## src/rtl/assert_macros.svh

```systemverilog
// Assertion macros shared by the complex arithmetic unit RTL.
// No dependencies.
`ifndef ASSERT_MACROS_SVH
`define ASSERT_MACROS_SVH

// Concurrent check on an explicit clock and active-low reset.
`define CAU_ASSERT_AT(label, clock, resetn, prop, msg) \
    label: assert property (@(posedge clock) disable iff (!(resetn)) prop) else $error(msg);

// Concurrent check on the block clock clk and reset rst_n.
`define CAU_ASSERT(label, prop, msg) \
    `CAU_ASSERT_AT(label, clk, rst_n, prop, msg)

`endif

```

## src/rtl/cau_pkg.sv

```systemverilog
// Package for the complex arithmetic unit: widths, opcodes, status codes,
// pipeline word type and the saturation function. No dependencies.
package cau_pkg;

    localparam int WORD_BITS  = 32;
    localparam int FRAC_BITS  = 16;
    localparam int CMD_W      = 4;
    localparam int STAT_W     = 2;
    localparam int NUM_W      = WORD_BITS + FRAC_BITS;
    localparam int PROD_W     = 2 * WORD_BITS;
    localparam int WIDE_W     = 2 * WORD_BITS + 2;
    localparam int SQ_REM_W   = WORD_BITS + 2;
    localparam int DIV_STEPS  = NUM_W;
    localparam int ROOT_STEPS = WORD_BITS;

    localparam logic [CMD_W-1:0] OP_CADD  = 4'd0;
    localparam logic [CMD_W-1:0] OP_CSUB  = 4'd1;
    localparam logic [CMD_W-1:0] OP_CMUL  = 4'd2;
    localparam logic [CMD_W-1:0] OP_ADDR  = 4'd3;
    localparam logic [CMD_W-1:0] OP_SUBR  = 4'd4;
    localparam logic [CMD_W-1:0] OP_SCALE = 4'd5;
    localparam logic [CMD_W-1:0] OP_DIVR  = 4'd6;
    localparam logic [CMD_W-1:0] OP_MAG   = 4'd7;
    localparam logic [CMD_W-1:0] OP_RSUBC = 4'd8;

    localparam logic [STAT_W-1:0] ST_OK   = 2'd0;
    localparam logic [STAT_W-1:0] ST_SAT  = 2'd1;
    localparam logic [STAT_W-1:0] ST_DIVZ = 2'd2;

    localparam logic [WORD_BITS-1:0] WORD_MAX = {1'b0, {(WORD_BITS-1){1'b1}}};
    localparam logic [WORD_BITS-1:0] WORD_MIN = {1'b1, {(WORD_BITS-1){1'b0}}};

    typedef logic [WORD_BITS-1:0] word_t;

    typedef struct packed {
        logic  flag;
        word_t val;
    } sat_t;

    typedef struct packed {
        logic [CMD_W-1:0]    cmd;
        word_t               res_real;
        word_t               res_imag;
        logic [STAT_W-1:0]   status;
        logic                neg_re;
        logic                neg_im;
        word_t               div_d;
        logic [NUM_W-1:0]    re_nq;
        word_t               re_rem;
        logic [NUM_W-1:0]    im_nq;
        word_t               im_rem;
        logic [PROD_W-1:0]   sq_x;
        logic [SQ_REM_W-1:0] sq_rem;
        word_t               sq_root;
    } pipe_t;

    function automatic sat_t sat_word(logic signed [WIDE_W-1:0] x);
        sat_t r;
        logic signed [WIDE_W-1:0] hi;
        logic signed [WIDE_W-1:0] lo;
        hi = $signed(WIDE_W'(WORD_MAX));
        lo = -hi - 1;
        if (x > hi)
        begin
            r.flag = 1'b1;
            r.val  = WORD_MAX;
        end
        else if (x < lo)
        begin
            r.flag = 1'b1;
            r.val  = WORD_MIN;
        end
        else
        begin
            r.flag = 1'b0;
            r.val  = x[WORD_BITS-1:0];
        end
        return r;
    endfunction

endpackage

```

## src/rtl/cau_ifs.sv

```systemverilog


interface cau_out_if;
    import cau_pkg::*;
    logic                        valid;
    logic                        ready;
    logic signed [WORD_BITS-1:0] res_real;
    logic signed [WORD_BITS-1:0] res_imag;
    logic [STAT_W-1:0]           status;
    modport source (output valid, res_real, res_imag, status, input ready);
    modport sink (input valid, res_real, res_imag, status, output ready);
endinterface

```

## src/rtl/cau_back.sv

```systemverilog
// Final stage: quotient sign and saturation, root clamp, result select and
// output register; owns the pipeline advance. Depends on cau_pkg and cau_ifs.
module cau_back
(
    input  logic            clk,
    input  logic            rst_n,
    input  logic            valid_in,
    input  cau_pkg::pipe_t  data_in,
    output logic            adv,
    cau_out_if.source       results
);
    import cau_pkg::*;

    logic                     out_valid_reg;
    word_t                    re_reg, im_reg, re_next, im_next;
    logic [STAT_W-1:0]        status_reg, status_next;
    logic signed [WIDE_W-1:0] qu_re, qu_im, qs_re, qs_im;
    sat_t                     qsat_re, qsat_im;

    assign adv = !out_valid_reg || results.ready;

    always_comb
    begin
        qu_re = $signed(WIDE_W'(data_in.re_nq));
        qu_im = $signed(WIDE_W'(data_in.im_nq));
        qs_re = data_in.neg_re ? -qu_re : qu_re;
        qs_im = data_in.neg_im ? -qu_im : qu_im;
        qsat_re = sat_word(qs_re);
        qsat_im = sat_word(qs_im);

        re_next     = data_in.res_real;
        im_next     = data_in.res_imag;
        status_next = data_in.status;
        case (data_in.cmd)
            OP_DIVR:
            begin
                if (data_in.status != ST_DIVZ)
                begin
                    re_next     = qsat_re.val;
                    im_next     = qsat_im.val;
                    status_next = (qsat_re.flag || qsat_im.flag) ? ST_SAT : ST_OK;
                end
            end
            OP_MAG:
            begin
                im_next = '0;
                if (data_in.sq_root[WORD_BITS-1])
                begin
                    re_next     = WORD_MAX;
                    status_next = ST_SAT;
                end
                else
                begin
                    re_next     = data_in.sq_root;
                    status_next = ST_OK;
                end
            end
            OP_CADD, OP_CSUB, OP_CMUL, OP_ADDR, OP_SUBR, OP_SCALE, OP_RSUBC:
            begin
                re_next = data_in.res_real;
            end
            default:
            begin
                re_next     = '0;
                im_next     = '0;
                status_next = ST_OK;
            end
        endcase
    end

    always_ff @(posedge clk or negedge rst_n)
    begin
        if (!rst_n)
            out_valid_reg <= 1'b0;
        else if (adv)
            out_valid_reg <= valid_in;
    end

    always_ff @(posedge clk)
    begin
        if (adv)
        begin
            re_reg     <= re_next;
            im_reg     <= im_next;
            status_reg <= status_next;
        end
    end

    assign results.valid    = out_valid_reg;
    assign results.res_real = re_reg;
    assign results.res_imag = im_reg;
    assign results.status   = status_reg;

endmodule

```

## src/flat_wrapper.sv

```systemverilog
// flat-port wrapper written by rule: the top's interface ports become plain ports
module cau_back_flat import cau_pkg::*;
  (clk, rst_n, valid_in, data_in, adv, results_valid, results_res_real, results_res_imag, results_status, results_ready);
  cau_out_if results_i ();
  input  logic clk;
  input  logic rst_n;
  input  logic valid_in;
  input  cau_pkg::pipe_t data_in;
  output logic adv;
  output wire logic [$bits(results_i.valid)-1:0] results_valid;
  output wire logic [$bits(results_i.res_real)-1:0] results_res_real;
  output wire logic [$bits(results_i.res_imag)-1:0] results_res_imag;
  output wire logic [$bits(results_i.status)-1:0] results_status;
  input wire logic [$bits(results_i.ready)-1:0] results_ready;
  assign results_valid = results_i.valid;
  assign results_res_real = results_i.res_real;
  assign results_res_imag = results_i.res_imag;
  assign results_status = results_i.status;
  assign results_i.ready = results_ready;
  cau_back u_core (.clk(clk), .rst_n(rst_n), .valid_in(valid_in), .data_in(data_in), .adv(adv), .results(results_i));
endmodule
```

## config.mk

```make
export PLATFORM = sky130hd
export DESIGN_NAME = cau_back_flat
export DESIGN_NICKNAME = d
export VERILOG_FILES = /design/src/rtl/assert_macros.svh /design/src/rtl/cau_pkg.sv /design/src/rtl/cau_ifs.sv /design/src/rtl/cau_back.sv /design/src/flat_wrapper.sv
export SDC_FILE = /design/constraint.sdc
export NUM_CORES = 1
export LEC_CHECK = 0
export BUFFER_PORTS_ARGS = -buffer_cell sky130_fd_sc_hd__buf_2
export CELL_PAD_IN_SITES_DETAIL_PLACEMENT = 0
export CELL_PAD_IN_SITES_GLOBAL_PLACEMENT = 2
export CORE_ASPECT_RATIO = 0.8
export CORE_UTILIZATION = 19
export CTS_BUF_LIST = sky130_fd_sc_hd__clkbuf_16
export DETAILED_ROUTE_END_ITERATION = 6
export PLACE_DENSITY = 0.74
export SYNTH_ARGS = -nofsm -noshare
export SYNTH_HDL_FRONTEND = slang
export SYNTH_SLANG_ARGS = --single-unit
```

## constraint.sdc

```tcl
create_clock -name clk -period 2.2 [get_ports clk]
set_input_delay 0.33 -clock clk [delete_from_list [all_inputs] [get_ports clk]]
set_output_delay 0.33 -clock clk [all_outputs]
set_load 0.02 [all_outputs]
```

Word-level counts from Yosys, hierarchy flattened:

Cells that the tools add are included.

* register bits: 67
* input bits: 398
* output and inout bits: 68
* word-level logic and storage cells: 39

* $add $sub $neg: 2
* magnitude comparators: 4
* equal/unequal tests: 9
* mux-type cells: 15
* reductions and logical operators: 5

Operators with widths (number)
* > comparator 66 x 32 -> 1 bit, second input constant: 2
* less-than comparator 66 x 32 -> 1 bit, second input constant: 2
* two-way mux 33 bit: 4
* two-way mux 66 bit: 2
* negator 48 -> 66 bit: 2
* case mux 32 bit (3 select lines): 1
* two-way mux 32 bit: 2
* case mux 32 bit (2 select lines): 1
* two-way mux 31 bit: 1
* equality test 4 x 3 -> 1 bit, second input constant: 4
* equality test 4 x 2 -> 1 bit, second input constant: 2
* OR reduction 7 bit: 1
* case mux 2 bit (3 select lines): 1
* equality test 4 x 1 -> 1 bit, second input constant: 1
* equality test 4 bit, second input constant: 1
* zero test 4 bit: 1
* logical OR 1 bit: 2
* two-way mux 1 bit: 2
* two-way mux 2 bit: 1
* inequality test 2 bit, second input constant: 1
* zero test 1 bit: 1

Logic depth before layout (Yosys ltp):

Gate-level depths: netlist of run 1.

* word-level depth: 9
* depth in mapped cells: 12
* depth with buffers taken out: 11

Least setup slack after synthesis of run 1:

Ideal clock, no wire load.

* path kind: in2reg
* from: input port data_in[260] in the netlist's numbering
* to: register u_core.re_reg[10] (netlist: u_core.results.res_real[10]) (data pin)
* setup time: 0.159 ns
* arrival time: 3.575 ns
* required time: 2.041 ns
* setup slack: -1.534 ns
* cell stages on the path: 11
* path buffers: 2
* cells stage by stage: or4_4 or3_4 or4_1 buf_2 o41ai_2 xor2_1 or4_4 nor4b_4 o21ai_2 buf_6 o2111ai_2

* cells in the longest elaborated chain, start to end: 7
* elaborated cells on any way between the ends: 8
* classes of those cells: add/sub (1); order compare (2); mux (5)

Ends and longest elaborated chain
* from (decl): RTL line flat_wrapper.sv:8 `input cau_pkg::pipe_t data_in;`
* negator 48 -> 66 bit: RTL line cau_back.sv:26 `qs_re = data_in.neg_re ? -qu_re : qu_re;`
* two-way mux 66 bit *: RTL line cau_back.sv:26
* less-than comparator 66 x 32 -> 1 bit: RTL line cau_pkg.sv:68 `else if (x < lo)`
* two-way mux 33 bit: RTL line cau_pkg.sv:68
* two-way mux 33 bit *: RTL line cau_pkg.sv:63 `if (x > hi)`
* two-way mux 32 bit *: RTL line cau_back.sv:37 `if (data_in.status != ST_DIVZ)`
* case mux 32 bit (3 select lines) *: RTL line cau_back.sv:34 `case (data_in.cmd)`
* net u_core.re_next[10]: RTL line cau_back.sv:15 `word_t re_reg, im_reg, re_next, im_next;`
* to (signal assigned): RTL line cau_back.sv:83 `re_reg <= re_next;`
* to (decl): RTL line cau_back.sv:15

Mark *: on every way through the listed nets, which the timed path passes. The rest lies on a longest branch.
A chain may end at the register's enable or synchronous reset.

Final worst setup path of run 1:

* from: input port data_in[260] in the netlist's numbering
* to: register u_core.re_reg[8] (netlist: u_core.results.res_real[8]) (data pin)

Same word-level chain as after synthesis.

==> impl_results.md, run 1 <==
* Storage element area at 2007 µm²
* Warnings from Yosys at 0
* EDFF count, synth at 66
* # setup viols final at 64
* Fin. max-slew vios at 0
* # rows at 58
* Post-Syn Instances at 689
* Total GRT Usage at around 18%
* Synth Register Bits at 67
* Crit-path max FO at 19
* Gp weighted congestion at 0.9131
* Post-synthesis cell type count at 64
* First-pass DRT Iterations at 5
* Io pins at 466
* Worst setup EP type: flop
* Die footprint at 32870 µm²
* CTS sink count at 67
* Vias per cell at 4.688
* Post-synth top area share at around 32%
* Wire length per cell at 19.06 µm
* NetSw at 1528 µW
* Drc violations at 0
* Fraction of registers with async set/reset at 1.493%
* Synth top area cells: edfxtp_1, xor2_1, o2111ai_2
* Setup slack after layout at -1.407 ns
* Detailed-placement wirelength estimate at around 25 mm
* Seq pwr share at 32.2%
* GRT met3 Usage at 4.202%
* Avg Cell Area, Syn at 8.866 µm²
* Clock latency on the worst-skew pair at around 0.35 ns
* Multi-input logic area at 4136 µm²
* Initial antenna violation count at 2
* Core area at 31500 µm²
* DRT iter0 DRCs at between 400 and 500
* Fillers at 3361
* Buffers on Ports at 271
* Fmax at between 200 and 300 MHz
* Clk pwr share at 36.4%
* Final worst path period share at 163.9%
* CTS tree: built
* Clock skew at between 0.008 and 0.009 ns
* Peak supply drop at 0.0003561 V
* Total grt overflow at 0
* Final Hold Violating Endpoints at 0
* CP arrival at between 3 and 4 ns
* Global routing usage on met1 at 23.41%
* CP startpoint kind: input pin
* CTS clk-pin slew, worst paths at around 0.060 ns
* Global-route track usage on met2 at 30.84%
* Commonest non-fill, non-tap cells in the layout: buf_2, buf_4, nand2_1
* Clock buffer count from CTS at 9
* # diodes at 0
* Rel. slew slack at 60.65%
* FF-to-FF Start: u_core.results.valid$_DFFE_PN0P_
* Failing checks: setup timing
* Initial core utilization at 19.39%
* Global route hottest layer: met2
* Register area share after synthesis at between 30% and 40%
* Final WL at 30.44 mm
* Hold Path Class: in -> reg
* Largest net degree at the start of global routing at 65
* Critical Path RT at 2.39 ns
* Unrepaired setup endpoints after global routing: true
* Pwr/cell area at around 480 nW/µm²
* Static leakage at between 0.004 and 0.005 µW
* Dpl ws at -1.815 ns
* Final net count at 1572
* Crit Path Category: in -> reg
* Vias in the first global route at between 7000 and 8000
* Net Sw Frac at between 30% and 40%
* Vias at 7486
* Clock Root Buffer: clkbuf_16
* Cell internal pwr at approximately 3500 µW
* Crit path from: data_in[260]
* Worst-margin pin slew at around 0.59 ns
* Gate power share at 31.4%
* Die Y at 162.4 µm
* First-pass GRT wire length at 45.11 mm
* Layout cells sized above 1 at approximately half
* Antenna violation net count after detailed routing at 0
* Chip Width at around 200 µm
* Final core occ at 33.35%
* Synthesis-to-layout area growth at 71.94%
* Tmin final at 3.607 ns
* Largest area contributor in the netlist: edfxtp_1
* Commonest non-fill, non-tap cell in the layout: buf_2
* Clock H-tree levels at 3
* Synth Flop Type: edfxtp_1
* Status: finished with violations
* CTS Buffer Depth at 2
* Synth Cell Area at 6108 µm²
* HP Start: valid_in
* MaxCap Viol Count at 0
* Syn Nets at ~1100
-- kinds of logic (layout without fill, tap and decap cells) --
logic type,Yosys count,after routing,share of synthesized area (%)
compound gates,198,198,26.20
xor+xnor,80,80,11.47
fa+ha+maj,2,2,0.4096
buf+inv,58,546,4.137
flops,67,67,32.86
mux,6,6,1.024
simple gates,278,278,23.90
-- per-stage QoR --
step                area [µm²]  TNS (ns)  total power (µW)  instances  hold WS (ns)
floorplan                 6187    -86.61              2315        689       0.03441
global placement          9657   -105.30              3174       1564        0.1046
CTS                      10360    -77.31              5046       1591        0.1498
detailed placement        9657   -108.41              3175       1564        0.1056
finish                   10500    -77.26              5008       1597        0.1611
global route             10500    -84.47              5237       1597        0.1530
-- area by class of cell --
cell class              count  area share (%)
multi-input cells         564           39.39
repair buffers            516           32.52
well taps                 420           5.004
inverters                  14          0.5004
flip-flops and latches     67           19.11
clock buffers               9           2.144
clock inverters             7           1.334
-- power groups by stage --
stage	clock network, µW	logic [µW]	registers [µW]
after CTS	1860	1570	1610
after detailed placement	0	1540	1640
after global placement	0	1530	1640
final	1820	1570	1610
after global routing	1910	1700	1620
after floorplan	0	509	1810
-- routing by layer --
metal,routed length (µm),share of wire (%)
met1,13200,43
met5,22,0.072
met2,14420,47
met4,542,1.8
met3,2251,7.4
-- path summary, 6_finish.rpt --
path | endpoint | slack (ns) | depth (start not counted)
setup / recovery | u_core.results.res_real[8]$_DFFE_PP_ | -1.41 | 11
hold / removal | u_core.results.valid$_DFFE_PN0P_ | 0.16 | 2
setup reg to reg | u_core.results.res_real[9]$_DFFE_PP_ | 0.79 | 2
hold reg to reg | u_core.results.valid$_DFFE_PN0P_ | 0.86 | 2
max in group asynchronous | u_core.results.valid$_DFFE_PN0P_ | 1.84 | 2
min in group asynchronous | u_core.results.valid$_DFFE_PN0P_ | 0.28 | 2
-- repair_timing --
item                                    in CTS  in global routing
gates resized for setup                     39                 20
endpoints found under the setup margin      65                 65
buffers inserted                             6                  7
hold endpoints to repair                     1                  0
pin swaps                                   16                  9
gates cloned                                 4                  0
hold buffers                                 1                  0
-- critical path, cell delays in order --
cell and delay [ns]:
buf_6 0.09, or4_4 0.58, or3_4 0.40, or4_4 0.56, o41ai_4 0.38, xor2_1 0.13
or4_4 0.44, nor4b_4 0.36, o21ai_4 0.15, buf_12 0.18, o2111ai_2 0.19
-- cells in the mapped netlist, types with 3 or more instances --
cell type and instances:
mux2i_1 4, edfxtp_1 66, nor3_1 22, nand4b_1 3
o21a_1 3, o41ai_1 16, xnor2_1 21, nand3b_1 3
clkbuf_1 34, buf_6 3, nand2_1 100, or2_2 5
o31ai_1 20, xor2_1 59, buf_1 3, nor2_1 35
o2111ai_2 30, inv_1 14, or3_1 20, o211ai_1 33
nand3_1 15, o21ai_0 59, a31oi_1 3, nand4_1 13
nor4_1 16, a21oi_1 8, nand2b_1 10, or4_1 18
buf_4 3, a211oi_1 3
(Power assumes the default switching activity.)
==> run 2, diff against run 1 <==
- CORE_ASPECT_RATIO: 0.8 -> not set
- GPL_TIMING_DRIVEN: not set -> 0
==> run 2 against run 1 <==
Sequential share of layout area grew 3.3 points. Sequential power about the same. Register-to-register slack worse by 0.07 ns. Clock skew increased by 0.0025 ns. The run still ends with setup timing left. Die area hardly changed.
==> impl_results.md, run 2 (synthesized netlist as in run 1, its figures left out) <==
* Io pins at 466
* Largest net degree at the start of global routing at 36
* Setup slack after layout at -1.509 ns
* CTS clk-pin slew, worst paths at roughly 0.07 ns
* Chip Width at 181.3 µm
* Crit path capture: u_core.results.res_real[0]$_DFFE_PP_
* CP arrival at 3.90 ns
* Wire length per cell at 21.31 µm
* FF-to-FF Start: u_core.results.valid$_DFFE_PN0P_
* Reg2Reg Capture Point: u_core.results.res_imag[11]$_DFFE_PP_
* Net Sw Frac at 35.47%
* Commonest non-fill, non-tap cells in the layout: buf_2, nand2_1, edfxtp_1
* Stages on worst setup path at 12
* Die Y at 181.3 µm
* Vias per cell at 4.966
* Commonest non-fill, non-tap cell in the layout: buf_2
* Vias at roughly 7000
* Clock skew at approximately 0.011 ns
* Worst-margin pin slew at 1.273 ns
* Fmax at 269.6 MHz
* Hold slack at ~0.18 ns
* Peak supply drop at 0.0003314 V
* Initial core utilization at between 15 and 20%
* # setup viols final at 65
* Clock buffer count from CTS at 9
* Worst setup EP type: flop
* Initial antenna violation count at 1
* Crit path max-delay family: simple AND/OR/NAND/NOR gates
* Antenna violation net count after detailed routing at 0
* Status: finished with violations
* Reg-to-reg slack, setup at a little over 0.7 ns
* Buffers on Ports at 266
* # rows at 65
* Clock latency on the worst-skew pair at between 0.3 and 0.4 ns
* Total GRT Usage at between 15 and 20%
* Post-route insts no fill at 1401
* CTS Buffer Depth at 2
* Placed Cells incl. Taps at 1358
* Seq pwr share at 36.5%
* Vias in the first global route at 7070
* NetSw at 1557 µW
* Crit-path max FO at 6
* Critical Path Slowest Stage Cell: or4_4
* Critical path's most frequent cell: or4_4
* Unrepaired setup endpoints after global routing: true
* Critical Path RT at 2.39 ns
* Setup TNS at -86.38 ns
* DRT iter0 DRCs at ~340
* Tmin final at about 3.7 ns
* First-pass DRT Iterations at 5
* Gate power share at 31.3%
* Detailed-placement wirelength estimate at 23.50 mm
* Rel. slew slack at 14.51%
* Static leakage at 0.003604 µW
* Final net count at 1393
* Core area at 31560 µm²
* Total grt overflow at 0
* First-pass GRT wire length at between 40 and 50 mm
* CTS tree: built
* Worst reg2reg path depth at 2
* Fillers at 3432
* Crit path from: data_in[255]
* Hold Path Class: in -> reg
* Clock Root Buffer: clkbuf_16
* Failing checks: setup timing
* Synthesis-to-layout area growth at 46.64%
* Die footprint at 32870 µm²
* Layout cells sized above 1 at 40.28%
* Cell internal pwr at 2832 µW
* CP startpoint kind: input pin
* Final core occ at between 20% and 30%
* Dpl cell area at 8053 µm²
* Multi-input logic area at approximately 4200 µm²
* Worst hold path cell count at 2
* Final Hold Violating Endpoints at 0
* Gp weighted congestion at around 0.87
* Final instance area at approximately 9000 µm²
* Clock H-tree levels at 3
* Drc violations at 0
* Crit Path Category: in -> reg
* Pwr/cell area at 490.0 nW/µm²
* Final WL at 29.86 mm
* CTS sink count at 67
* Fin. max-slew vios at 0
* CP peak stage delay at ~0.57 ns
* Storage element area at between 2000 and 2500 µm²
* Crit-path cells: buf_8 > or4_4 > or3_4 > or4_4 > o31ai_4 > xnor2_2 > or4_4 > nor4b_4 > o21ai_4 > buf_6 > buf_6 > o2111ai_2
* Buffers & Inverters on Critical Path at 3
* MaxCap Viol Count at 0
* Clk pwr share at between 30% and 40%
* Final worst path period share at 168.6%
## run 2: cell count changes in the layout (fill, tap and decap cells not counted), sizes merged
| cell | change |
|---|---|
| buf | -209 |
| clkbuf | +30 |
| bufinv | -4 |
| clkinv | +4 |
| clkinvlp | +1 |
| diode | +1 |
| inv | -1 |
## run 2: power by group through the flow
stage / Clock (µW) / Combinational, µW / Sequential (µW)
final: 1410 / 1370 / 1600
after global routing: 1480 / 1480 / 1620
after CTS: 1450 / 1350 / 1600
after detailed placement: 0 / 1300 / 1630
after global placement: 0 / 1290 / 1630
after floorplan: 0 / 509 / 1810
## run 2: final cells by class
| type | instances | area share (%) |
|---|---|---|
| multi-input cells | 564 | 46.85 |
| inverters | 14 | 0.5867 |
| repair buffers | 299 | 19.02 |
| well taps | 402 | 5.615 |
| diodes | 1 | 0.02794 |
| clock inverters | 7 | 0.4051 |
| plain buffers | 38 | 2.570 |
| flip-flops and latches | 67 | 22.41 |
| clock buffers | 9 | 2.514 |
## run 2: worst min path at each step
stage | from | endpoint | slack [ns]
detailed placement | rst_n | u_core.results.valid$_DFFE_PN0P_ | 0.11
finish | valid_in | u_core.results.valid$_DFFE_PN0P_ | 0.18
global route | valid_in | u_core.results.valid$_DFFE_PN0P_ | 0.18
floorplan | rst_n | u_core.results.valid$_DFFE_PN0P_ | 0.03
CTS | valid_in | u_core.results.valid$_DFFE_PN0P_ | 0.16
global placement | rst_n | u_core.results.valid$_DFFE_PN0P_ | 0.10
## run 2: metal layers
layer / track usage (%) / wire length [µm] / part of all wire [%] / vias up
li1: - / - / - / 3296
met1: 21.16 / 12660 / 42 / 3331
met2: 31.65 / 14720 / 49 / 301
met3: 3.971 / 1996 / 6.7 / 30
met4: 4.407 / 483 / 1.6 / 0
met5: 0 / 0 / 0 / -
## run 2: repair_timing
item                                   CTS  global route
endpoints found under the hold margin    1             0
resized for setup                       46            38
pin swaps                               22            25
setup endpoints to repair               65            65
setup buffers                           14            15
cloned                                   3             0
hold buffers                             1             0
## run 2: through the flow
stage | setup WS (ns) | total power (µW)
floorplan | -1.501 | 2315
global placement | -2.485 | 2927
detailed placement | -2.490 | 2931
CTS | -1.543 | 4407
global route | -1.601 | 4573
finish | -1.509 | 4389
