<file path="config.mk">
export PLATFORM = sky130hd
export DESIGN_NAME = cau_step
export DESIGN_NICKNAME = d
export VERILOG_FILES = /design/src/rtl/assert_macros.svh /design/src/rtl/cau_pkg.sv /design/src/rtl/cau_step.sv
export SDC_FILE = /design/constraint.sdc
export NUM_CORES = 1
export LEC_CHECK = 0
export ABC_CLOCK_PERIOD_IN_PS = 800
export BUFFER_PORTS_ARGS = -buffer_cell sky130_fd_sc_hd__clkbuf_2
export CORE_AREA = 4 4 305 307
export DETAILED_ROUTE_END_ITERATION = 16
export DIE_AREA = 0 0 309 311
export GPL_TIMING_DRIVEN = 0
export PLACE_DENSITY = 0.53
export SYNTH_ARGS = -nofsm -noshare
export SYNTH_HDL_FRONTEND = slang
export SYNTH_SLANG_ARGS = --single-unit
</file>
<file path="constraint.sdc">
create_clock -name clk -period 0.8 [get_ports clk]
set_input_delay 0.08 -clock clk [delete_from_list [all_inputs] [get_ports clk]]
set_output_delay 0.08 -clock clk [all_outputs]
set_load 0.02 [all_outputs]
</file>
<file path="src/rtl/assert_macros.svh">
// Assertion macros shared by the complex arithmetic unit RTL.
// No dependencies.
`ifndef ASSERT_MACROS_SVH
`define ASSERT_MACROS_SVH

// Concurrent check on an explicit clock and active-low reset.
`define CAU_ASSERT_AT(label, clock, resetn, prop, msg) \
    label: assert property (@(posedge clock) disable iff (!(resetn)) prop) else $error(msg);

// Concurrent check on the block clock clk and reset rst_n.
`define CAU_ASSERT(label, prop, msg) \
    `CAU_ASSERT_AT(label, clk, rst_n, prop, msg)

`endif

</file>
<file path="src/rtl/cau_pkg.sv">
// Package for the complex arithmetic unit: widths, opcodes, status codes,
// pipeline word type and the saturation function. No dependencies.
package cau_pkg;

    localparam int WORD_BITS  = 32;
    localparam int FRAC_BITS  = 16;
    localparam int CMD_W      = 4;
    localparam int STAT_W     = 2;
    localparam int NUM_W      = WORD_BITS + FRAC_BITS;
    localparam int PROD_W     = 2 * WORD_BITS;
    localparam int WIDE_W     = 2 * WORD_BITS + 2;
    localparam int SQ_REM_W   = WORD_BITS + 2;
    localparam int DIV_STEPS  = NUM_W;
    localparam int ROOT_STEPS = WORD_BITS;

    localparam logic [CMD_W-1:0] OP_CADD  = 4'd0;
    localparam logic [CMD_W-1:0] OP_CSUB  = 4'd1;
    localparam logic [CMD_W-1:0] OP_CMUL  = 4'd2;
    localparam logic [CMD_W-1:0] OP_ADDR  = 4'd3;
    localparam logic [CMD_W-1:0] OP_SUBR  = 4'd4;
    localparam logic [CMD_W-1:0] OP_SCALE = 4'd5;
    localparam logic [CMD_W-1:0] OP_DIVR  = 4'd6;
    localparam logic [CMD_W-1:0] OP_MAG   = 4'd7;
    localparam logic [CMD_W-1:0] OP_RSUBC = 4'd8;

    localparam logic [STAT_W-1:0] ST_OK   = 2'd0;
    localparam logic [STAT_W-1:0] ST_SAT  = 2'd1;
    localparam logic [STAT_W-1:0] ST_DIVZ = 2'd2;

    localparam logic [WORD_BITS-1:0] WORD_MAX = {1'b0, {(WORD_BITS-1){1'b1}}};
    localparam logic [WORD_BITS-1:0] WORD_MIN = {1'b1, {(WORD_BITS-1){1'b0}}};

    typedef logic [WORD_BITS-1:0] word_t;

    typedef struct packed {
        logic  flag;
        word_t val;
    } sat_t;

    typedef struct packed {
        logic [CMD_W-1:0]    cmd;
        word_t               res_real;
        word_t               res_imag;
        logic [STAT_W-1:0]   status;
        logic                neg_re;
        logic                neg_im;
        word_t               div_d;
        logic [NUM_W-1:0]    re_nq;
        word_t               re_rem;
        logic [NUM_W-1:0]    im_nq;
        word_t               im_rem;
        logic [PROD_W-1:0]   sq_x;
        logic [SQ_REM_W-1:0] sq_rem;
        word_t               sq_root;
    } pipe_t;

    function automatic sat_t sat_word(logic signed [WIDE_W-1:0] x);
        sat_t r;
        logic signed [WIDE_W-1:0] hi;
        logic signed [WIDE_W-1:0] lo;
        hi = $signed(WIDE_W'(WORD_MAX));
        lo = -hi - 1;
        if (x > hi)
        begin
            r.flag = 1'b1;
            r.val  = WORD_MAX;
        end
        else if (x < lo)
        begin
            r.flag = 1'b1;
            r.val  = WORD_MIN;
        end
        else
        begin
            r.flag = 1'b0;
            r.val  = x[WORD_BITS-1:0];
        end
        return r;
    endfunction

endpackage

</file>
<file path="src/rtl/cau_step.sv">
// One iteration stage: a restoring-division step on both quotient lanes and,
// when enabled, one digit of the integer square root. Depends on cau_pkg.
module cau_step
(
    input  logic            clk,
    input  logic            rst_n,
    input  logic            adv,
    input  logic            root_en,
    input  logic            valid_in,
    input  cau_pkg::pipe_t  data_in,
    output logic            valid_out,
    output cau_pkg::pipe_t  data_out
);
    import cau_pkg::*;

    logic                  valid_reg;
    pipe_t                 data_reg, data_next;
    logic [WORD_BITS:0]    re_r2, im_r2, d_ext;
    logic                  re_ge, im_ge;
    logic [SQ_REM_W+1:0]   sq_r2, sq_trial;
    logic                  sq_ge;

    always_comb
    begin
        data_next = data_in;
        d_ext = {1'b0, data_in.div_d};

        re_r2 = {data_in.re_rem, data_in.re_nq[NUM_W-1]};
        re_ge = re_r2 >= d_ext;
        data_next.re_rem = re_ge ? WORD_BITS'(re_r2 - d_ext) : WORD_BITS'(re_r2);
        data_next.re_nq  = {data_in.re_nq[NUM_W-2:0], re_ge};

        im_r2 = {data_in.im_rem, data_in.im_nq[NUM_W-1]};
        im_ge = im_r2 >= d_ext;
        data_next.im_rem = im_ge ? WORD_BITS'(im_r2 - d_ext) : WORD_BITS'(im_r2);
        data_next.im_nq  = {data_in.im_nq[NUM_W-2:0], im_ge};

        sq_r2    = {data_in.sq_rem, data_in.sq_x[PROD_W-1 -: 2]};
        sq_trial = (SQ_REM_W+2)'({data_in.sq_root, 2'b01});
        sq_ge    = sq_r2 >= sq_trial;
        if (root_en)
        begin
            data_next.sq_rem  = sq_ge ? SQ_REM_W'(sq_r2 - sq_trial) : SQ_REM_W'(sq_r2);
            data_next.sq_root = {data_in.sq_root[WORD_BITS-2:0], sq_ge};
            data_next.sq_x    = {data_in.sq_x[PROD_W-3:0], 2'b00};
        end
    end

    always_ff @(posedge clk or negedge rst_n)
    begin
        if (!rst_n)
            valid_reg <= 1'b0;
        else if (adv)
            valid_reg <= valid_in;
    end

    always_ff @(posedge clk)
    begin
        if (adv)
            data_reg <= data_next;
    end

    assign valid_out = valid_reg;
    assign data_out  = data_reg;

endmodule

</file>
Word level (Yosys, flattened, before mapping)

Index checks and enable logic that the tools add are counted.

Register bits: 395

Add/sub/neg operators: 3
$lt $le $gt $ge: 3
Muxes and demuxes: 4

Operator list:

| cell             | count |
|---|---|
| $mux W130        | 1 |
| $ge A33 B32 Y1   | 2 |
| $mux W32         | 2 |
| $sub A32 B32 Y32 | 2 |
| $ge A36 B34 Y1   | 1 |
| $mux W34         | 1 |
| $sub A34 B34 Y34 | 1 |

Longest topological paths before layout

Gate-level depths: netlist (run 1).

Depth after elaboration: 3
Mapped depth: 13
Mapped depth without buffers: 12

Least setup slack after synthesis (run 1)

Ideal clock, no wire load.

Path kind: input -> register
Start point: input port data_in[296] (netlist name)
End point: register data_reg, in the netlist data_out[134], data pin
Data arrival time: 2526 ps
Data required time: 540 ps
Slack: -1987 ps
Stages on the path: 12
Buffers on the path: 2
Cells stage by stage: inv_1 > ha_1 > a2111o_1 > o211ai_2 > a211o_1 > o221a_2 > o21ai_2 > a221oi_2 > o21a_1 > buf_2 > buf_6 > mux2_4

RTL lines:

| what                   | RTL line       | source |
|---|---|---|
| start: declaration     | cau_step.sv:10 | `input cau_pkg::pipe_t data_in,` |
| end signal: assignment | cau_step.sv:60 | `data_reg <= data_next;` |
| end: declaration       | cau_step.sv:17 | `pipe_t data_reg, data_next;` |

==> run summary, run 1 <==
Route
- **initial detailed-routing violation count** 1229
- **via-per-instance ratio** 4.45
- **count of antenna-violating nets left after detailed routing** 0
- **via count** 18388
- **count of TritonRoute iterations in the first routing pass** 5
- **total wire length after detailed routing** 89.1 mm
- **detailed-route wire length per cell** 21.6 µm
- **DRC Markers** 0

Placement
- **Placed Cells incl. Taps** 3506
- **buffers added on ports** 792
- **RD Place Congestion** 0.860
- **placed wire-length estimate after detailed placement** 62.7 mm

Worst setup path
- **library cell contributing the largest single delay on the critical path** sky130_fd_sc_hd__or3b_1
- **cell family with most CP delay** compound AO/OA/AOI/OAI gates
- **CP endpoint kind** flop
- **Data required, critical path** 1140 ps
- **Startpoint Class** input pin
- **Worst Setup Path Type** input pin to flop
- **Critical path buffers and inverters** 6
- **maximum net fanout on the critical path** 6
- **worst stage delay on the critical path** 400 ps
- **Critical Path, Cell by Cell** buf_8, clkinvlp_4, buf_6, ha_4, and2_4, a22o_1, or3b_1, o211a_4, o211ai_4, nand2_2, a41o_1, buf_8, buf_12, buf_6, mux2_2
- **arrival time worst endpoint** 2870 ps

Power
- **leakage component of the power** 15.6 nW
- **Power per Cell Area** 1900 nW/µm²
- **maximum VDD drop** 1.45 mV

Run
- **max capacitance violation total** 0

Clocking
- **clock root buffer** sky130_fd_sc_hd__clkbuf_16
- **clock latency on the worst-skew pair** 610 ps
- **clock slew at the register clock pins of the worst setup and hold paths** 60 ps
- **number of buffers added by the clock tree synthesis step** 49
- **CTS tree** built
- **number of levels the H-tree was split into** 2
- **Sink Count** 395
- **maximum count of clock buffers along a single path** 3

Global route
- **largest net degree at the start of global routing** 115
- **GR Overflow Total** 0
- **initial antenna violation count** 15
- **number of global-route vias before repair** 19058
- **global-route usage over all layers** 16.9%
- **wire length of the first global-routing pass** 122 mm

STA
- **clock skew after layout** 0 ps
- **Least-Margin Pin Slew** 762 ps
- **Setup Total Neg Slack** -332760 ps
- **RSZ-0062 raised after global routing** true
- **number of hold violations in the final report** 3
- **crit path setup slack, layout** -1730 ps
- **number of endpoints failing setup at the final stage** 514
- **final number of max-transition violations** 0
- **Final Hold Slack** -313 ps
- **minimum clock period** 2530 ps
- **final period utilization** 316%
- **maximum clock frequency** 395 MHz
- **Rel. slew slack** 49.2%

Floorplan
- **y dimension of the die** 311 µm
- **Initial Util** 22.1%
- **Core Area** 90000 µm²
- **width of the chip** 309 µm
- **Cell Rows** 110
- **area of the die** 96100 µm²
- **number of primary I/O pins** 794

Status
- **outcome** finished with violations
- **failing checks** hold timing, setup timing

Cells and area
- **proportion of layout cells with a drive suffix above 1** 45.1%
- **final core occ** 40.9%
- **number of nets in the layout** 3400
- **post-route insts no fill** 4128
- **area growth from synthesis to final layout** 85.7%

Synthesis
- **Most used DFF post-synth** sky130_fd_sc_hd__edfxtp_1
- **combined area of all synthesized cells** 19800 µm²
- **proportion of netlist area held by the largest area contributor** 59.6%
- **number of standard cells after synthesis** 1534
- **post-synthesis cell type with the largest combined area** sky130_fd_sc_hd__edfxtp_1
- **Synth Register Bits** 395
- **top area cells in the synthesized netlist** sky130_fd_sc_hd__edfxtp_1 (60%), sky130_fd_sc_hd__ha_1 (6.2%), sky130_fd_sc_hd__mux2_2 (4.1%)
- **Warnings, synthesis** 0
- **Seq/Total Area, Yosys** 59.7%
- **Synth async-reset ratio** 0.253%
- **Avg Cell Area, Syn** 12.9 µm²
- **synth unique cells** 75
- **Post-Synthesis Net Count** 2033
- **EDFF count, synth** 394

Min path
- **type of the tightest min-delay check** input pin to flop

-- what timing repair did --
action | 4_1_cts | 5_1_grt
setup buffers | 53 | 29
endpoints found under the setup margin | 771 | 894
hold buffers | 407 | 34
gates cloned | 17 | 6
pin swaps | 51 | 53
resized for setup | 286 | 989
endpoints found under the hold margin | 454 | 39
-- per-layer routing --
layer	part of all wire [%]	up-vias	track usage (%)
met5	0.038	-	0
met3	8.9	175	5.71
met1	37	8928	18.9
met4	3.5	6	7.03
li1	-	8561	-
met2	50	718	29.5
-- state kept, by name, indices dropped and copies added (netlist names) --
signal	count
data_out	394
valid_out	1
-- placed cells by master (no fill, tap or decap), types with 31 or more instances in the layout --
cell type	Yosys	layout
sky130_fd_sc_hd__a21oi_1	113	80
sky130_fd_sc_hd__o21ai_0	82	69
sky130_fd_sc_hd__ha_4	0	41
sky130_fd_sc_hd__clkbuf_2	0	408
sky130_fd_sc_hd__inv_1	93	57
sky130_fd_sc_hd__buf_6	6	273
sky130_fd_sc_hd__nand2_1	102	97
sky130_fd_sc_hd__nor2_1	103	80
sky130_fd_sc_hd__clkbuf_8	0	59
sky130_fd_sc_hd__clkbuf_16	0	65
sky130_fd_sc_hd__buf_4	4	59
sky130_fd_sc_hd__edfxtp_1	394	394
sky130_fd_sc_hd__xor2_1	31	31
sky130_fd_sc_hd__ha_1	98	54
sky130_fd_sc_hd__a21o_1	45	45
sky130_fd_sc_hd__buf_2	3	56
sky130_fd_sc_hd__dlygate4sd3_1	0	424
sky130_fd_sc_hd__xnor2_1	54	53
sky130_fd_sc_hd__mux2_4	30	95
-- synthesized netlist by cell type (3+ instances only) --
| cell | number |
|---|---|
| sky130_fd_sc_hd__nor2_1 | 103 |
| sky130_fd_sc_hd__buf_4 | 4 |
| sky130_fd_sc_hd__buf_6 | 6 |
| sky130_fd_sc_hd__nand3_1 | 21 |
| sky130_fd_sc_hd__o21bai_1 | 16 |
| sky130_fd_sc_hd__ha_1 | 98 |
| sky130_fd_sc_hd__o31ai_1 | 6 |
| sky130_fd_sc_hd__a21oi_1 | 113 |
| sky130_fd_sc_hd__buf_1 | 3 |
| sky130_fd_sc_hd__nand2b_1 | 10 |
| sky130_fd_sc_hd__a221o_1 | 3 |
| sky130_fd_sc_hd__nor4b_1 | 3 |
| sky130_fd_sc_hd__xor2_1 | 31 |
| sky130_fd_sc_hd__nor3_1 | 16 |
| sky130_fd_sc_hd__a31oi_1 | 14 |
| sky130_fd_sc_hd__nor4_1 | 6 |
| sky130_fd_sc_hd__nand4_1 | 14 |
| sky130_fd_sc_hd__mux2i_1 | 33 |
| sky130_fd_sc_hd__a2bb2oi_1 | 4 |
| sky130_fd_sc_hd__or3_1 | 7 |
| sky130_fd_sc_hd__inv_1 | 93 |
| sky130_fd_sc_hd__edfxtp_1 | 394 |
| sky130_fd_sc_hd__a211oi_1 | 10 |
| sky130_fd_sc_hd__a21o_1 | 45 |
| sky130_fd_sc_hd__a31o_2 | 4 |
| sky130_fd_sc_hd__or4_1 | 3 |
| sky130_fd_sc_hd__buf_2 | 3 |
| sky130_fd_sc_hd__and3_1 | 9 |
| sky130_fd_sc_hd__clkbuf_1 | 27 |
| sky130_fd_sc_hd__xnor2_1 | 54 |
| sky130_fd_sc_hd__nand2_1 | 102 |
| sky130_fd_sc_hd__nor2b_1 | 12 |
| sky130_fd_sc_hd__mux2_4 | 30 |
| sky130_fd_sc_hd__o211a_1 | 3 |
| sky130_fd_sc_hd__nand3b_1 | 3 |
| sky130_fd_sc_hd__o211ai_1 | 5 |
| sky130_fd_sc_hd__and2_1 | 6 |
| sky130_fd_sc_hd__o21a_1 | 13 |
| sky130_fd_sc_hd__o21ai_0 | 82 |
| sky130_fd_sc_hd__mux2_2 | 72 |
| sky130_fd_sc_hd__o41ai_1 | 4 |
-- layout make-up --
class | instances | area (µm²)
diodes | 11 | 27.5
plain buffers | 39 | 493
clock buffers | 54 | 1240
clock inverters | 37 | 358
fillers | 8302 | 53200
inverters | 93 | 400
multi-input cells | 1003 | 9150
flip-flops and latches | 395 | 11900
well taps | 1176 | 1470
repair buffers | 1320 | 11900
-- final timing paths --
| path | startpoint | endpoint | slack (ps) | cells after the start |
|---|---|---|---|---|
| worst max-delay path | data_in[296] | data_out[214] | -1730 | 15 |
| worst min-delay path | data_in[291] | data_out[291] | -310 | 1 |
| worst max register to register | valid_out | valid_out | 10 | 1 |
| worst min register to register | valid_out | valid_out | 550 | 1 |
| max in group asynchronous | rst_n | valid_out | 380 | 3 |
| min in group asynchronous | rst_n | valid_out | 300 | 3 |
-- report_power, final --
group	switching (mW)	internal, mW	leakage (nW)	total (mW)
logic	10.5	10.6	11.0	21.1
clock network	9.58	13.0	0.783	22.5
registers	0.946	25.3	3.87	26.3
total	21.0	48.9	15.6	69.9
-- cells by family after synthesis --
logic type	after synthesis	synth area share [%]
AND/OR/NAND/NOR	327	7.72
AO/OA/AOI/OAI	356	11.5
flip-flops	395	59.7
buffers and inverters	136	2.89
XOR/XNOR	85	3.75
multiplexers	135	8.02
adder cells (fa/ha/maj)	100	6.38
-- stage by stage --
step / setup slack, ps / area, µm² / total power, mW
floorplan: -1880 / 20900 / 35.2
global placement: -7760 / 26300 / 40.9
detailed placement: -2910 / 26400 / 41.2
CTS: -1800 / 34300 / 67.8
global route: -1740 / 36900 / 72.8
finish: -1730 / 36900 / 69.9
Power figures use the tool's default switching activity.
==> run 2: changes to the inputs <==
Settings changed: BUFFER_PORTS_ARGS -buffer_cell sky130_fd_sc_hd__clkbuf_2 to -buffer_cell sky130_fd_sc_hd__buf_2.
==> run summary, run 2 (synthesis gave the netlist of run 1 again) <==
Status
- **outcome** finished with violations
- **failing checks** hold timing, setup timing

Cells and area
- **number of flip-flops under the largest register name** 394
- **area growth from synthesis to final layout** 83.8%
- **area used by sequential logic in the layout** 11900 µm²
- **cell area after layout** 36500 µm²
- **proportion of layout cells with a drive suffix above 1** 45.2%
- **area taken by multi-input logic gates** 9200 µm²
- **post-route insts no fill** 4121
- **Filler Cell Count** 8459
- **most frequent standard cell in the layout excluding fill and tap cells** sky130_fd_sc_hd__buf_2
- **most frequent cells in the layout** sky130_fd_sc_hd__buf_2 (500), sky130_fd_sc_hd__dlygate4sd3_1 (418), sky130_fd_sc_hd__edfxtp_1 (394)
- **number of nets in the layout** 3395

Power
- **Sw Pwr** 20.9 mW
- **clock group share of total power** 32.2%
- **Cell Int Power** 48.7 mW
- **maximum VDD drop** 1.70 mV
- **Switching Fraction** 30.0%
- **Power per Cell Area** 1910 nW/µm²
- **power share of the combinational group** 30.1%
- **leakage component of the power** 15.4 nW
- **Seq pwr share** 37.7%

Floorplan
- **Initial Util** 22.1%
- **y dimension of the die** 311 µm
- **width of the chip** 309 µm
- **area of the die** 96100 µm²
- **Core Area** 90000 µm²
- **number of primary I/O pins** 794
- **Cell Rows** 110

STA
- **final number of max-transition violations** 0
- **Least-Margin Pin Slew** 779 ps
- **clock skew after layout** 0 ps
- **number of hold violations in the final report** 2
- **minimum clock period** 2550 ps
- **Rel. slew slack** 48.1%
- **Final Hold Slack** -287 ps
- **final period utilization** 319%
- **number of endpoints failing setup at the final stage** 530
- **crit path setup slack, layout** -1750 ps
- **RSZ-0062 raised after global routing** true
- **Setup Total Neg Slack** -333300 ps
- **maximum clock frequency** 392 MHz

Worst setup path
- **arrival time worst endpoint** 2880 ps
- **library cell contributing the largest single delay on the critical path** sky130_fd_sc_hd__a2111o_1
- **Worst Setup Path Type** input pin to flop
- **Critical Path, Cell by Cell** buf_8, clkinvlp_4, ha_4, a2111o_1, o211ai_2, a211o_1, o221a_4, o21ai_4, a221oi_4, o21a_1, buf_12, buf_12, buf_12, mux2_4
- **dominant cell type by count on the critical path** sky130_fd_sc_hd__buf_12
- **Data required, critical path** 1130 ps
- **CP endpoint kind** flop
- **worst stage delay on the critical path** 400 ps
- **Startpoint Class** input pin
- **maximum net fanout on the critical path** 5

Clocking
- **maximum count of clock buffers along a single path** 3
- **clock latency on the worst-skew pair** 620 ps
- **Sink Count** 395
- **CTS tree** built
- **number of levels the H-tree was split into** 2
- **clock root buffer** sky130_fd_sc_hd__clkbuf_16
- **clock slew at the register clock pins of the worst setup and hold paths** 60 ps
- **number of buffers added by the clock tree synthesis step** 48

Global route
- **initial antenna violation count** 24
- **GR Overflow Total** 0
- **largest net degree at the start of global routing** 61
- **GR Util met1** 19.0%
- **global-route met2 utilization** 30.4%
- **wire length of the first global-routing pass** 124 mm
- **global routing met3 resource utilization** 5.65%
- **number of global-route vias before repair** 19537
- **busiest layer in global routing** met2
- **global-route usage over all layers** 17.2%

Route
- **initial detailed-routing violation count** 1226
- **via count** 18350
- **detailed-route wire length per cell** 21.7 µm
- **via-per-instance ratio** 4.45
- **count of TritonRoute iterations in the first routing pass** 5
- **total wire length after detailed routing** 89.5 mm
- **DRC Markers** 0
- **count of antenna-violating nets left after detailed routing** 0

Min path
- **type of the tightest min-delay check** input pin to flop

Placement
- **Placed Cells incl. Taps** 3505
- **placed wire-length estimate after detailed placement** 62.6 mm
- **post-place setup slack** -2920 ps
- **Placed Instance Area** 26400 µm²
- **buffers added on ports** 792
- **RD Place Congestion** 0.853

Run
- **max capacitance violation total** 0

## run 2: metal layers
metal | wire, µm | vias up
met4 | 3270 | 18
met1 | 33300 | 8878
met5 | 133 | -
met2 | 44900 | 738
met3 | 7870 | 166
li1 | - | 8550
## run 2: final cells by class
cell class              instances  share of cell area, %
multi-input cells            1003                   25.2
flip-flops and latches        395                   32.5
inverters                      93                   1.12
clock buffers                  54                   3.35
clock inverters                31                  0.970
well taps                    1176                   4.03
repair buffers               1316                   31.3
plain buffers                  39                   1.42
diodes                         14                 0.0960
## run 2: final timing paths
path	start	to	slack, ps	cells past startpoint
min in group asynchronous	rst_n	valid_out	310	3
min	data_in[291]	data_out[291]	-290	1
max reg2reg	valid_out	valid_out	20	1
max	data_in[296]	data_out[134]	-1750	14
max in group asynchronous	rst_n	valid_out	360	3
min reg2reg	valid_out	valid_out	540	1
## run 2: what timing repair did
item / CTS / global route
gates resized for setup: 566 / 312
setup endpoints to repair: 814 / 896
hold endpoints to repair: 468 / 18
hold buffers: 412 / 15
gates cloned: 16 / 8
pin swaps: 66 / 48
setup buffers: 66 / 20
## run 2: power by group through the flow
stage / Clock, mW / Sequential, mW / Combinational, mW
6_report: 22.4 / 26.2 / 20.9
2_1_floorplan: 0 / 29.0 / 6.23
4_1_cts: 23.1 / 26.1 / 19.6
5_1_grt: 24.0 / 26.4 / 22.1
3_5_place_dp: 0 / 26.2 / 14.9
3_3_place_gp: 0 / 26.5 / 14.8
## run 2: through the flow
step	utilization, %	power (mW)
finish	40.5	69.5
global route	40.5	72.5
CTS	39.1	68.8
detailed placement	29.3	41.1
global placement	29.2	41.3
floorplan	-	35.2
## run 2: critical path: cells and delay by family
kind	cells	cell delay (ps)
AO/OA/AOI/OAI	7	1730
adder cells (fa/ha/maj)	1	230
buffers and inverters	5	540
multiplexers	1	290
==> run 3: changes to the inputs <==
Settings changed: CELL_PAD_IN_SITES_DETAIL_PLACEMENT set to 0, CELL_PAD_IN_SITES_GLOBAL_PLACEMENT set to 1, CORE_AREA 4 4 305 307 to 4 4 303 305, DIE_AREA 0 0 309 311 to 0 0 307 309, PLACE_DENSITY 0.53 to not set, PLACE_DENSITY_LB_ADDON set to 0.1.
==> run summary, run 3 (synthesis gave the netlist of run 1 again) <==
Floorplan
- **Cell Rows** 110
- **Initial Util** 22.2%
- **y dimension of the die** 309 µm
- **Core Area** 89300 µm²
- **width of the chip** 307 µm
- **number of primary I/O pins** 794
- **area of the die** 94900 µm²

Clocking
- **maximum count of clock buffers along a single path** 3
- **Sink Count** 395
- **CTS tree** built
- **number of levels the H-tree was split into** 2
- **clock slew at the register clock pins of the worst setup and hold paths** 50 ps
- **number of buffers added by the clock tree synthesis step** 50
- **clock latency on the worst-skew pair** 640 ps
- **clock root buffer** sky130_fd_sc_hd__clkbuf_16

Power
- **power share of the combinational group** 29.7%
- **leakage component of the power** 15.3 nW
- **Cell Int Power** 48.4 mW
- **total design power** 69.6 mW
- **Power per Cell Area** 1910 nW/µm²
- **Switching Fraction** 30.4%
- **Seq pwr share** 37.8%
- **maximum VDD drop** 1.73 mV
- **Sw Pwr** 21.2 mW
- **clock group share of total power** 32.5%

Cells and area
- **Filler Cell Count** 8590
- **final core occ** 40.8%
- **area growth from synthesis to final layout** 83.4%
- **most frequent cells in the layout** sky130_fd_sc_hd__buf_2 (454), sky130_fd_sc_hd__dlygate4sd3_1 (427), sky130_fd_sc_hd__edfxtp_1 (394)
- **number of nets in the layout** 3389
- **cell area after layout** 36400 µm²
- **most frequent standard cell in the layout excluding fill and tap cells** sky130_fd_sc_hd__buf_2
- **post-route insts no fill** 4125
- **proportion of layout cells with a drive suffix above 1** 44.8%
- **number of flip-flops under the largest register name** 394

Route
- **count of TritonRoute iterations in the first routing pass** 6
- **detailed-route wire length per cell** 22.9 µm
- **via count** 18059
- **initial detailed-routing violation count** 1068
- **total wire length after detailed routing** 94.3 mm
- **count of antenna-violating nets left after detailed routing** 0
- **DRC Markers** 0
- **via-per-instance ratio** 4.38

STA
- **number of hold violations in the final report** 42
- **clock skew after layout** 0 ps
- **RSZ-0062 raised after global routing** true
- **Setup Total Neg Slack** -391300 ps
- **final number of max-transition violations** 0
- **minimum clock period** 2550 ps
- **number of endpoints failing setup at the final stage** 685
- **final period utilization** 319%
- **maximum clock frequency** 392 MHz
- **Rel. slew slack** 48.4%
- **Least-Margin Pin Slew** 775 ps
- **Final Hold Slack** -304 ps
- **crit path setup slack, layout** -1750 ps

Worst setup path
- **CP endpoint kind** flop
- **Startpoint Class** input pin
- **arrival time worst endpoint** 2930 ps
- **Worst Setup Path Type** input pin to flop
- **maximum net fanout on the critical path** 5
- **FF-to-FF path depth** 2
- **Data required, critical path** 1180 ps

Global route
- **largest net degree at the start of global routing** 94
- **wire length of the first global-routing pass** 129 mm
- **GR Overflow Total** 0
- **global-route usage over all layers** 18.6%
- **initial antenna violation count** 27
- **number of global-route vias before repair** 19011

Placement
- **post-place setup slack** -2860 ps
- **Placed Instance Area** 26400 µm²
- **placed wire-length estimate after detailed placement** 72.1 mm
- **RD Place Congestion** 0.882
- **Placed Cells incl. Taps** 3506
- **buffers added on ports** 792

Status
- **failing checks** hold timing, setup timing
- **outcome** finished with violations

Run
- **max capacitance violation total** 0

Min path
- **Min-Delay Path Depth** 1
- **type of the tightest min-delay check** input pin to flop

## run 3: cell count changes in the layout (fill, tap and decap cells not counted), moves of 9 or more
cell                            before  now
sky130_fd_sc_hd__dlygate4sd3_1     418  427
sky130_fd_sc_hd__buf_12             23   14
sky130_fd_sc_hd__buf_2             500  454
sky130_fd_sc_hd__nor2_4             21   11
sky130_fd_sc_hd__nor2_2              1   12
sky130_fd_sc_hd__buf_6             290  341
## run 3: worst paths after layout
path / from / endpoint / slack [ps]
setup reg to reg: valid_out / valid_out / -110
setup / recovery: data_in[296] / data_out[158] / -1750
hold / removal: data_in[291] / data_out[291] / -300
min in group asynchronous: rst_n / valid_out / 300
max in group asynchronous: rst_n / valid_out / 380
hold reg to reg: valid_out / valid_out / 640
## run 3: layer usage
metal	GRT usage [%]	up-vias	wire, µm
met3	6.63	129	8220
li1	-	8527	-
met5	0	-	88
met2	31.4	646	45700
met1	21.7	8745	37200
met4	6.94	12	3150
## run 3: layout make-up
| class | count | area [µm²] | share of cell area (%) |
|---|---|---|---|
| diodes | 17 | 42.5 | 0.117 |
| repair buffers | 1308 | 11400 | 31.3 |
| flip-flops and latches | 395 | 11900 | 32.6 |
| well taps | 1176 | 1470 | 4.04 |
| multi-input cells | 1003 | 9090 | 25.0 |
| inverters | 93 | 410 | 1.13 |
| clock buffers | 58 | 1310 | 3.60 |
| clock inverters | 36 | 333 | 0.914 |
| plain buffers | 39 | 498 | 1.37 |
## run 3: what timing repair did
action / 4_1_cts / 5_1_grt
hold endpoints to repair: 433 / 52
endpoints found under the setup margin: 680 / 685
gates cloned: 7 / 4
gates resized for setup: 633 / 291
hold buffers: 419 / 13
pin swaps: 64 / 50
buffers inserted: 52 / 27
## run 3: power by group through the flow
stage	registers [mW]	logic [mW]	clock network, mW
final	26.3	20.7	22.6
after global routing	26.5	22.0	24.3
after detailed placement	26.3	15.2	0
after floorplan	29.0	6.23	0
after CTS	26.2	19.6	23.6
after global placement	26.6	15.1	0
## run 3: critical path, stage by stage
cell,delay [ps]
sky130_fd_sc_hd__buf_8,80
sky130_fd_sc_hd__clkinvlp_4,100
sky130_fd_sc_hd__ha_4,230
sky130_fd_sc_hd__a2111o_1,410
sky130_fd_sc_hd__o211ai_4,250
sky130_fd_sc_hd__a211o_1,260
sky130_fd_sc_hd__o221a_4,250
sky130_fd_sc_hd__o21ai_4,80
sky130_fd_sc_hd__a221oi_4,280
sky130_fd_sc_hd__o21a_1,180
sky130_fd_sc_hd__buf_6,130
sky130_fd_sc_hd__buf_12,140
sky130_fd_sc_hd__buf_12,140
sky130_fd_sc_hd__mux2_4,300
